[config.mk]
export PLATFORM = sky130hd
export DESIGN_NAME = mffrq_ram
export DESIGN_NICKNAME = d
export VERILOG_FILES = /design/src/rtl/mffrq_ram.sv
export SDC_FILE = /design/constraint.sdc
export NUM_CORES = 1
export LEC_CHECK = 0
export ABC_AREA = 1
export BUFFER_PORTS_ARGS = -buffer_cell sky130_fd_sc_hd__buf_2
export CAP_MARGIN = 0
export CORE_MARGIN = 2
export CORE_UTILIZATION = 45
export DETAILED_ROUTE_END_ITERATION = 6
export GPL_TIMING_DRIVEN = 0
export PLACE_DENSITY = 0.62
export SYNTH_ARGS = -nofsm -noshare
export SYNTH_HDL_FRONTEND = slang
export SYNTH_SLANG_ARGS = --single-unit
[constraint.sdc]
create_clock -name clk -period 1.07 [get_ports clk]
set_input_delay 0.0535 -clock clk [delete_from_list [all_inputs] [get_ports clk]]
set_output_delay 0.0535 -clock clk [all_outputs]
set_load 0.005 [all_outputs]
[src/rtl/mffrq_ram.sv]
// Simple dual-port synchronous RAM: one write port, one registered read port.
// Used for the frame byte store and the per-slot frame descriptors.
module mffrq_ram #(
    parameter int WIDTH = 8,
    parameter int DEPTH = 16
) (
    input  logic                     clk,
    input  logic                     we,
    input  logic [$clog2(DEPTH)-1:0] waddr,
    input  logic [WIDTH-1:0]         wdata,
    input  logic                     re,
    input  logic [$clog2(DEPTH)-1:0] raddr,
    output logic [WIDTH-1:0]         rdata
);
    logic [WIDTH-1:0] mem [DEPTH];
    logic [WIDTH-1:0] rdata_reg;

    // Write port
    always_ff @(posedge clk)
    begin
        if (we)
        begin
            mem[waddr] <= wdata;
        end
    end

    // Read port, data holds until the next read
    always_ff @(posedge clk)
    begin
        if (re)
        begin
            rdata_reg <= mem[raddr];
        end
    end

    assign rdata = rdata_reg;
endmodule

# Word level (Yosys, flattened, before mapping)
# Memory sizes are Yosys's and may differ from the RTL's. A register that Yosys moved wholly into a read port is not among the register bits.
# Cells that the tools add are included.
dict set report word_totals {
  reg_bits 0
  mem_bits_rw 128
  input_bits 19
  output_inout_bits 8
  word_cells 3
  mem_count 1
}
# name depth word_bits rd rd_ports_with_merged_regs wr line
set memory_table {}
lappend memory_table {mem 16 8 1 1 1 15} ;# logic [WIDTH-1:0] mem [DEPTH];
dict set report classes {
  mux 2
}
# operator count
set op_table {}
lappend op_table {{$mux 1} 2}

# Depth between registers and ports, before layout
dict set report depth {
  word_depth 2
  mapped_depth 8
  ltp_nobuf 7
}

# Least setup slack after synthesis
# No wires, ideal clock.
dict set report synth_timing {
  path_type {input-to-reg}
  start {in waddr[3]}
  end {mem mem[4][0], enable pin}
  setup_ps 370
  t_arrival_ps 634
  t_required_ps 700
  setup_slack_ps 66
  path_stages 2
  path_buffers 0
  cell_sequence {nand3b_1 nor2_1}
}
# element line
set synth_lines {}
lappend synth_lines {{start, declared} 9} ;# input logic [$clog2(DEPTH)-1:0] waddr,
lappend synth_lines {{end, declared} 15}
# No word-level cell before the write port.

# Final worst setup path
dict set report layout_timing {
  start {in waddr[3]}
  end {mem mem[5][7], enable pin}
}
# No word-level cell before the write port.

==> flow_summary.yaml <==
power_and_ir_drop:
  worst_ir_drop_vdd_v: 0.0008270
  p_total_uw: 12710
  power_per_cell_area_nw_per_um2: 1783
  lkg_pwr_uw: 0.003015
yosys:
  synth_top_flop_cell: "edfxtp_1"
  ys_seq_elements: 136
  yosys_warnings: 0
  syn_area_per_cell_sq_um: 10.61
  synth_top_area_cell: "edfxtp_1"
  synth_commonest_cells: "nand2_1, edfxtp_1, inv_1"
  yosysMostFrequentCell: "nand2_1"
  synth-async-reset-ratio_pct: 0
  syn_inst: 551
  synthDistinctLibCells: 11
  syn-num-nets: 570
  syn_area_sq_um: 5847
  seq_total_area_yosys_pct: 69.85
  proportion_of_netlist_area_held_by_the_largest_area_contributor_pct: 69.85
  synth_area_leaders: "edfxtp_1, nand2_1, nand3_1"
  synth-edff-count: 136
floorplan:
  die-area_sq_um: 13920
  floorplan.core_area_sq_um: 12670
  ios: 27
  start_util_pct: 46.14
  die_w_um: 118.0
  floorplan.die.height_um: 118.0
  floorplan.rows: 41
setup_path:
  r2r_end: "rdata[2]"
  startpoint_type: "input port"
  endpoint_kind: "flop"
  setup.worst_path.class: "input port to flop"
  regToRegSetupSlack_ps: -50
  cp-endpoint: "mem[5][7]"
  crit_path_max_fanout: 8
  critical_path_arrival_ps: 1170
  r2r_startpoint: "mem[2][2]"
  depth_of_the_worst_register_to_register_path: 6
  worst_ep_required_time_ps: 1110
  crit_path_start: "waddr[3]"
routing:
  drt_first_pass_iters: 5
  drcViolationCount: 0
  postRouteWirelength_um: 14370
  ant_nets: 0
  wl_per_cell_um: 18.49
  route.vias.total: 3945
  via_per_inst: 5.077
  detail_route.iter0.violations: 427
sta:
  tightestPinTransition_ps: 827.2
  setup-tns-final_ps: -918.7
  final-setup-viol-count: 23
  skew_ps: 4.609
  slew_viol_final: 0
  hold_viol: 0
  max-slew-margin-rel_pct: 44.65
  timing.final.crit_share_pct: 105.9
  achievable_frequency_mhz: 882.5
  rsz0062_at_grt: "yes"
  final_period_minus_worst_setup_slack_ps: 1133
  fin_worst_hold_slack_ps: 64.14
  fin_ws_ps: -63.20
cts:
  clockRootBuffer: "clkbuf_16"
  h-tree-depth: 4
  clock_sinks: 136
  cts_setup_buffers: 0
  cts-buffers-inserted: 17
  cts_tree: "yes"
  worstSkewPairLatency_ps: 410
  worst_setup_hold_path_clk_slew_ps: 60
  cts-root-to-sink-buffers: 2
global_route:
  aggregate_global_routing_overflow: 0
  grt_util_all_layers_pct: 21.13
  pin_count_of_the_biggest_net_entering_global_routing: 17
  vias_in_the_first_global_route: 3833
  antenna_violations_before_repair: 0
  grt_first_pass_wirelength_um: 21450
cells_and_area:
  finalCoreUtilization_pct: 56.28
  final_layout_size_suffix_gt1_share_pct: 27.27
  antenna-diode-count: 0
  fill_cells: 1065
  fin_nets: 613
  number_of_flip_flops_under_the_largest_register_name: 128
  syn_to_final_growth_pct: 21.96
placement:
  place.gp.congestion: 0.8906
  place_hpwl_um: 8968
  dp_worst_setup_slack_ps: -580.8
  portBuffers: 23
job:
  maxcap_viol_count: 0
run_status:
  failing_checks: "negative setup slack"
  outcome: "complete, but fails checks"
min_path:
  min-delay-path-class: "input port to flop"
## logic make-up (layout without fill, tap and decap cells)
group | count (synthesis) | in the layout | share of synthesized area (%)
flops | 136 | 136 | 69.85
simple gates | 289 | 289 | 20.76
buf+inv | 126 | 180 | 9.394
## placed cells by master (no fill, tap or decap), types with 3 or more instances in the layout
master,count
nor2_1,8
bufinv_16,3
edfxtp_1,136
buf_6,6
buf_4,4
clkbuf_16,17
nand2_2,21
buf_2,36
nand2_1,152
nor2_2,9
clkinvlp_4,5
inv_2,4
nand3_2,57
nand3_1,40
inv_1,98
## per-stage QoR
stage	instances	area [sq um]
after CTS	777	6928
after detailed placement	746	6177
after global placement	746	6177
after floorplan	551	5847
final	777	7131
after global routing	777	7131
## power breakdown
| group | total, uW | leakage, uW | internal [uW] | switching, uW |
|---|---|---|---|---|
| clock | 5780 | 0.000268 | 3630 | 2150 |
| sequential | 6030 | 0.00124 | 6000 | 27.8 |
| combinational | 902 | 0.00151 | 270 | 631 |
| total | 12700 | 0.00302 | 9900 | 2810 |
## repair_timing
action,in CTS,in global routing
hold endpoints to repair,8,0
pin swaps,16,28
gates resized for setup,36,53
hold buffers,1,0
setup endpoints to repair,56,56
## layout make-up
cell class,count,area (sq um),share of cell area [%]
Buffer,24,166.4,2.334
Clock buffer,18,429.2,6.019
Clock inverter,12,153.9,2.158
Inverter,102,382.9,5.369
Multi-Input combinational cell,289,1574,22.07
Sequential cell,136,4084,57.27
Tap cell,172,215.2,3.018
Timing Repair Buffer,24,125.1,1.755
## how the worst min path moves through the flow
stage | start | endpoint | slack (ps) | cells past startpoint
after floorplan | wdata[0] | mem[0][0] | 150 | 0
after global placement | re | rdata[6] | 400 | 1
after detailed placement | re | rdata[6] | 400 | 1
after CTS | wdata[2] | mem[3][2] | 60 | 1
after global routing | wdata[2] | mem[3][2] | 60 | 1
final | wdata[7] | mem[0][7] | 60 | 1
## critical path: stages
cell      delay (ps)
buf_2            110
nand3b_1         290
nor2_1           700
## routing by layer
| layer | share of wire [%] | track usage [%] | vias to the layer above |
|---|---|---|---|
| met1 | 44 | 28.59 | 1870 |
| met5 | 0 | 0 | - |
| li1 | - | - | 1868 |
| met3 | 6.9 | 5.233 | 26 |
| met2 | 47 | 32.74 | 181 |
| met4 | 2.6 | 8.735 | 0 |
Power figures use the tool's default switching activity.
